**config.mk**
```make
export PLATFORM = sky130hd
export DESIGN_NAME = pnr_dist
export DESIGN_NICKNAME = d
export VERILOG_FILES = /design/src/hw/rtl/pnr_pkg.sv /design/src/hw/rtl/pnr_dist.sv
export SDC_FILE = /design/constraint.sdc
export NUM_CORES = 1
export LEC_CHECK = 0
export ABC_AREA = 1
export BUFFER_PORTS_ARGS = -buffer_cell sky130_fd_sc_hd__buf_2
export CAP_MARGIN = 20
export CORE_ASPECT_RATIO = 0.9
export CORE_MARGIN = 2
export CORE_UTILIZATION = 59
export CTS_BUF_LIST = sky130_fd_sc_hd__clkbuf_16
export DETAILED_ROUTE_END_ITERATION = 8
export PLACE_DENSITY = 0.93
export SYNTH_ARGS = -nofsm -noshare
export SYNTH_HDL_FRONTEND = slang
export SYNTH_SLANG_ARGS = --single-unit
```
**constraint.sdc**
```tcl
create_clock -name clock -period 13 [get_ports clock]
set_input_delay 1.3 -clock clock [delete_from_list [all_inputs] [get_ports clock]]
set_output_delay 1.3 -clock clock [all_outputs]
set_load 0.01 [all_outputs]
```
**src/hw/rtl/pnr_pkg.sv**
```systemverilog
// Shared types and constants for the palette nearest-color remap block.
package pnr_pkg;

   localparam int unsigned CH_W      = 8;
   localparam int unsigned IDX_W     = 8;
   localparam int unsigned SIZE_W    = 9;
   localparam int unsigned DIST_W    = 10;
   localparam int unsigned KIND_W    = 2;
   localparam int unsigned CSR_IDX_W = 2;
   localparam int unsigned REQ_W     = 48;

   localparam logic [DIST_W-1:0] DIST_MAX = '1;
   localparam logic [CH_W-1:0]   CH_MAX   = 8'hFF;

   typedef enum logic [KIND_W-1:0] {
      KIND_OLD_LOAD = 2'd0,
      KIND_NEW_LOAD = 2'd1,
      KIND_PIXEL    = 2'd2
   } kind_type;

   typedef enum logic [CSR_IDX_W-1:0] {
      CSR_OLD_SIZE = 2'd0,
      CSR_NEW_SIZE = 2'd1,
      CSR_DITHER   = 2'd2
   } csr_idx_type;

   typedef enum logic [1:0] {
      ST_IDLE,
      ST_FETCH,
      ST_SEARCH,
      ST_EMIT
   } state_type;

   typedef struct packed {
      logic [CH_W-1:0] red;
      logic [CH_W-1:0] green;
      logic [CH_W-1:0] blue;
   } rgb_type;

   typedef struct packed {
      logic start;
      logic step;
   } dist_ctl_type;

endpackage

```
**src/hw/rtl/pnr_dist.sv**
```systemverilog
// Shared Manhattan distance unit with running best-match tracking.
module pnr_dist
   import pnr_pkg::*;
#(
   parameter int unsigned AW = 8
) (
   input  logic          clock,
   input  dist_ctl_type  ctl,
   input  rgb_type       target,
   input  rgb_type       cand,
   input  logic [AW-1:0] cand_idx,
   output logic [AW-1:0] match_idx
);

   function automatic logic [CH_W-1:0] abs_diff(logic [CH_W-1:0] a, logic [CH_W-1:0] b);
      return (a > b) ? (a - b) : (b - a);
   endfunction

   logic [DIST_W-1:0] cur_gap;
   logic [DIST_W-1:0] low_gap_ff, low_gap_in;
   logic [AW-1:0]     low_idx_ff, low_idx_in;

   always_comb begin
      cur_gap = DIST_W'(abs_diff(target.red, cand.red))
              + DIST_W'(abs_diff(target.green, cand.green))
              + DIST_W'(abs_diff(target.blue, cand.blue));
      low_gap_in = low_gap_ff;
      low_idx_in = low_idx_ff;
      if (ctl.start) begin
         low_gap_in = DIST_MAX;
         low_idx_in = '0;
      end else if (ctl.step && (cur_gap < low_gap_ff)) begin
         low_gap_in = cur_gap;
         low_idx_in = cand_idx;
      end
   end

   always_ff @(posedge clock) begin
      low_gap_ff <= low_gap_in;
      low_idx_ff <= low_idx_in;
   end

   assign match_idx = low_idx_ff;

endmodule

```
==> run metrics, run 1 <==
run status=finished clean; TritonCTS buffer count=3; port bufs=66; layout cells sized above 1=0.1226; routed vias=4417; number of global-route vias before repair=4312; most frequent cells after synthesis=268 x nand2_1, 166 x inv_1, 61 x ha_1, 50 x nand3_1, 44 x nor2_1; clk buf depth=2; FP Rows=28; worst stage delay on the critical path=550 ps; GRT overflow=0; GRT Resource Usage Total=0.2578; Worst VDD drop=0.00008491 V; Buf/Inv on CP=7; Ys Warns=0; Worst Hold Launch=low_gap_ff[9]; Avg WL per Cell=11.23 µm; largest net degree at the start of global routing=28; Slew headroom=0.6495; Worst R2R Setup Slack=11020 ps; GP Congestion=0.9279; net count reported at finish=919; Worst-Margin Slew=522.5 ps; Final setup viols=0; register area share after synthesis=0.08688; CTS Hold Bufs=0; FF-to-FF Start=low_gap_ff[5]; fin cells=873; leading area contributor after synthesis=nand2_1; post-cts sizing count=0; Post-Place Cells=869; worst skew pair latency=250 ps; Initial DRC Count=221; Max Slew Vio Count=0; hold depth=2; Synth area leaders=nand2_1 24%, ha_1 18%, inv_1 15%; Area growth syn-to-layout=10.92%; initial antenna violation count=0; Initial Util=0.6199; post-CTS setup buffers=0; Hold Crit Class=reg2reg; fin crit share=0.4374; Final HPWL DP=8.351 mm; slowest cell on the critical path=fa_1; setup TNS=0 ps; Post-synth EDFFs=0; CTS tree=yes; post-synthesis cell area=0.004148 mm²; synthesized flop and latch total=18; worst clock skew=0.9695 ps; TritonCTS sink count=18; FMAX=0.1759 GHz; Leakage Power=3.061 nW; DR pass1 iterations=5; ys flop type=dfxtp_1; final hold violations=0; vias per cell=5.060; core box area=0.006691 mm²; CTS H-tree lvls=1; PwrDens=146.2 mW/mm²; Mean Syn Cell Area=5.729 µm²; Worst Path Required=13170 ps; DIE HEIGHT=83.54 µm; syn_nets=859; Hold Crit Endpoint=low_gap_ff[9]; FF-to-FF path depth=11; Root Driver=clkbuf_16; share of the synthesized area in the top cell type=0.2425; drt total wl=9.807 mm; CP top delay family=simple AND/OR/NAND/NOR gates; first-pass GRT wire length=17.23 mm; reg2reg end=low_gap_ff[7]; Worst setup EP type=flop; Die X=92.38 µm; fin crit period=5686 ps; worst-path fanout max=27; Max-cap violations=0; startpoint types=primary input; Ports=67; fin util=0.6875; CTS clk-pin slew, worst paths=50 ps; Worst EP arrival=5860 ps; DIE AREA=0.007717 mm²; Final ANT Viol Nets=0; ANT cells=0; post-synthesis cell count=724; Fillers=614; count leader, synth=nand2_1; Most common cell on crit path=nand2_1; RSZ-0062 raised after global routing=false; critical setup path kind=in2reg; fraction of registers with async set/reset=0; Pwr Total=672.7 µW; Netlist cell types=29; Remaining DRCs=0
-- layout make-up --
class                   instances  area [µm²]  area share
well taps                      90       112.6     0.02448
multi-input cells             522        3067      0.6666
clock inverters                 1       3.754   0.0008159
repair buffers                 66       330.3     0.07180
clock buffers                   3       75.07     0.01632
flip-flops and latches         18       360.3     0.07832
inverters                     173       651.9      0.1417
-- cell families (layout without fill, tap and decap cells) --
| family | Yosys count | count (layout) | share of synthesized area |
|---|---|---|---|
| AND/OR/NAND/NOR | 391 | 391 | 0.3919 |
| buffers and inverters | 184 | 243 | 0.1738 |
| adder cells (fa/ha/maj) | 76 | 76 | 0.2564 |
| AO/OA/AOI/OAI | 37 | 37 | 0.05309 |
| XOR/XNOR | 18 | 18 | 0.03801 |
| flip-flops | 18 | 18 | 0.08688 |
-- metal layers --
| layer | track usage | vias up | part of all wire |
|---|---|---|---|
| met4 | 0.09091 | 0 | 0.025 |
| li1 | - | 2278 | - |
| met5 | 0 | - | 0 |
| met1 | 0.3152 | 1974 | 0.45 |
| met2 | 0.4678 | 137 | 0.48 |
| met3 | 0.02258 | 28 | 0.050 |
-- per-stage QoR --
stage	setup slack (ps)	hold WS [ps]	cell area, µm²
3_3_place_gp	7406	453.9	4522
3_5_place_dp	7139	456.6	4522
6_report	7314	468.6	4601
4_1_cts	7395	472.6	4601
5_1_grt	6954	506.0	4601
2_1_floorplan	7974	442.0	4148
-- flip-flops by register name (all words and copies together) (netlist names) --
| name | cells |
|---|---|
| match_idx | 8 |
| low_gap_ff | 10 |
-- where the power goes --
part | internal, mW | total [mW] | leakage [nW] | switching [mW]
registers | 0.0786 | 0.0899 | 0.150 | 0.0114
logic | 0.195 | 0.522 | 2.87 | 0.327
clock network | 0.0408 | 0.0604 | 0.0385 | 0.0196
total | 0.315 | 0.673 | 3.06 | 0.358
-- placed cells by master (no fill, tap or decap) --
cell / n
nand2_1: 268
inv_1: 166
buf_2: 66
ha_1: 61
nand3_1: 50
nor2_1: 44
a21oi_1: 22
dfxtp_1: 18
xor2_1: 15
fa_1: 15
nand4_1: 11
nand2_2: 10
inv_2: 5
xnor2_1: 3
nor2_2: 3
a21o_1: 3
o21ai_0: 3
o21bai_1: 3
clkbuf_16: 3
o21ai_2: 2
nand4_2: 2
a21oi_2: 2
o211ai_1: 2
clkinv_1: 2
nand2_4: 1
inv_4: 1
nand3b_1: 1
nand3_2: 1
-- worst reg2reg max path: stages (launching register included) --
cell	delay (ps)
dfxtp_1	320
inv_1	50
ha_1	300
nand2_1	100
inv_1	40
nand2_1	60
nand2_1	40
nand2_1	60
nand3_2	410
inv_2	330
nand2_1	110
nand3_1	80
-- worst max-delay path by stage --
stage | start | depth (start not counted) | slack [ps] | end
final | target[22] | 27 | 7310 | low_gap_ff[7]
after global routing | target[16] | 30 | 6950 | low_gap_ff[7]
after CTS | target[22] | 27 | 7390 | low_gap_ff[7]
after detailed placement | target[22] | 25 | 7140 | low_gap_ff[7]
after global placement | target[8] | 28 | 7410 | low_gap_ff[5]
after floorplan | target[16] | 27 | 7970 | low_gap_ff[0]
(Power assumes the default switching activity.)
==> inputs of run 2 (changes only) <==
- clock period: 13 -> 5.9 ns (I/O delays scaled with it)
==> run 2 against run 1 <==
Effect of this change: setup slack got worse by 6400 ps; final cell count unchanged; critical path depth increased by 3; sequential power increased by 120%; count of clock-buffer cells in the layout unchanged; register-to-register slack got worse by 7100 ps; critical endpoint unchanged.
==> run metrics, run 2 (synthesized netlist as in run 1, its figures left out) <==
Most common cell on crit path=nand2_1; combinational group share of total power=0.776; Initial Util=0.6199; CTS H-tree lvls=1; startpoint types=primary input; Biggest register=low_gap_ff; max reg flops=10; worst-path fanout max=27; Net Sw Frac=0.5346; PnR worst setup slack=876.6 ps; Worst-Margin Slew=498.5 ps; DIE HEIGHT=83.54 µm; Max Slew Vio Count=0; Area growth syn-to-layout=10.92%; worst skew pair latency=250 ps; CTS tree=yes; P_sw=793.7 µW; FMAX=0.1991 GHz; worst clock skew=1.156 ps; Remaining DRCs=0; TritonCTS sink count=18; slowest cell on the critical path=fa_1; PwrDens=322.7 mW/mm²; critical setup path kind=in2reg; GRT overflow=0; Worst Path Required=6070 ps; Slew headroom=0.6656; port bufs=66; Die X=92.38 µm; worst setup path endpoint=low_gap_ff[7]; Worst setup EP type=flop; net count reported at finish=919; FP Rows=28; cell depth of the worst setup path=30; initial antenna violation count=0; GP Congestion=0.9363; vias per cell=5.052; DIE AREA=0.007717 mm²; Int Power=690.9 µW; final hold violations=0; leading cell type in the layout, fill and taps excluded=nand2_1; DR pass1 iterations=5; DP Worst Slack=688.3 ps; Final ANT Viol Nets=0; FF-to-FF path depth=11; Clk network pwr share=0.090; Ports=67; FF-to-FF Start=low_gap_ff[5]; Worst R2R Setup Slack=3900 ps; CP top delay family=adder cells; post-cts sizing count=0; drt total wl=9.663 mm; setup TNS=0 ps; Leakage Power=3.061 nW; largest net degree at the start of global routing=28; fin cells=873; GRT Resource Usage Total=0.2568; RSZ-0062 raised after global routing=false; Final HPWL DP=8.266 mm; CTS clk-pin slew, worst paths=50 ps; Max-cap violations=0; Pwr Total=1.485 mW; number of global-route vias before repair=4346; Initial DRC Count=196; Root Driver=clkbuf_16; Avg WL per Cell=11.07 µm; worst stage delay on the critical path=530 ps; reg2reg end=low_gap_ff[7]; Buf/Inv on CP=7; CTS Hold Bufs=0; ANT cells=0; Post-Place Cells=869; TritonCTS buffer count=3; clk buf depth=2; core box area=0.006691 mm²; routed vias=4410; Worst EP arrival=5190 ps; most frequent cells in the layout=268 x nand2_1, 166 x inv_1, 66 x buf_2, 61 x ha_1, 50 x nand3_1; Seq pwr share=0.134; post-CTS setup buffers=0; layout cells sized above 1=0.1226; Final setup viols=0; CP Launch Point=target[16]; first-pass GRT wire length=17.15 mm; Worst VDD drop=0.0001855 V; fin crit period=5023 ps; Hold Crit Class=reg2reg; fin crit share=0.8514; run status=finished clean
## run 2: final cells by class
cell class,instances,area (µm²)
clock buffers,3,75.07
clock inverters,1,3.754
fillers,590,2091
inverters,173,651.9
multi-input cells,522,3067
flip-flops and latches,18,360.3
well taps,90,112.6
repair buffers,66,330.3
## run 2: power groups by stage
stage               Sequential, mW  Clock (mW)  Combinational [mW]
finish                       0.199       0.134                1.15
global route                 0.203       0.140                1.33
CTS                          0.198       0.135                1.14
detailed placement           0.198           0                1.13
global placement             0.196           0                1.06
floorplan                    0.205           0               0.867
## run 2: per-layer routing
layer,share of wire,GRT usage
met3,0.053,0.01987
met5,0,0
met2,0.48,0.4818
met1,0.44,0.3041
met4,0.022,0.08684
## run 2: per-stage QoR
stage	util	cell area (µm²)	hold WS, ps
2_1_floorplan	-	4148	442.0
3_3_place_gp	0.6758	4522	453.6
3_5_place_dp	0.6758	4522	462.7
4_1_cts	0.6875	4601	475.3
5_1_grt	0.6875	4601	500.8
6_report	0.6875	4601	476.0
## run 2: tightest hold or removal path, cell delays in order, from the launching register on
cell and delay, ps:
dfxtp_1 320, nand2_1 60, nand3_1 70
## run 2: how the worst min path moves through the flow
stage,startpoint,end,slack (ps),depth (start not counted)
6_report,low_gap_ff[8],low_gap_ff[8],480,2
5_1_grt,low_gap_ff[8],low_gap_ff[8],500,2
4_1_cts,low_gap_ff[8],low_gap_ff[8],480,2
3_5_place_dp,low_gap_ff[8],low_gap_ff[8],460,2
3_3_place_gp,low_gap_ff[9],low_gap_ff[9],450,2
2_1_floorplan,low_gap_ff[6],low_gap_ff[6],440,2
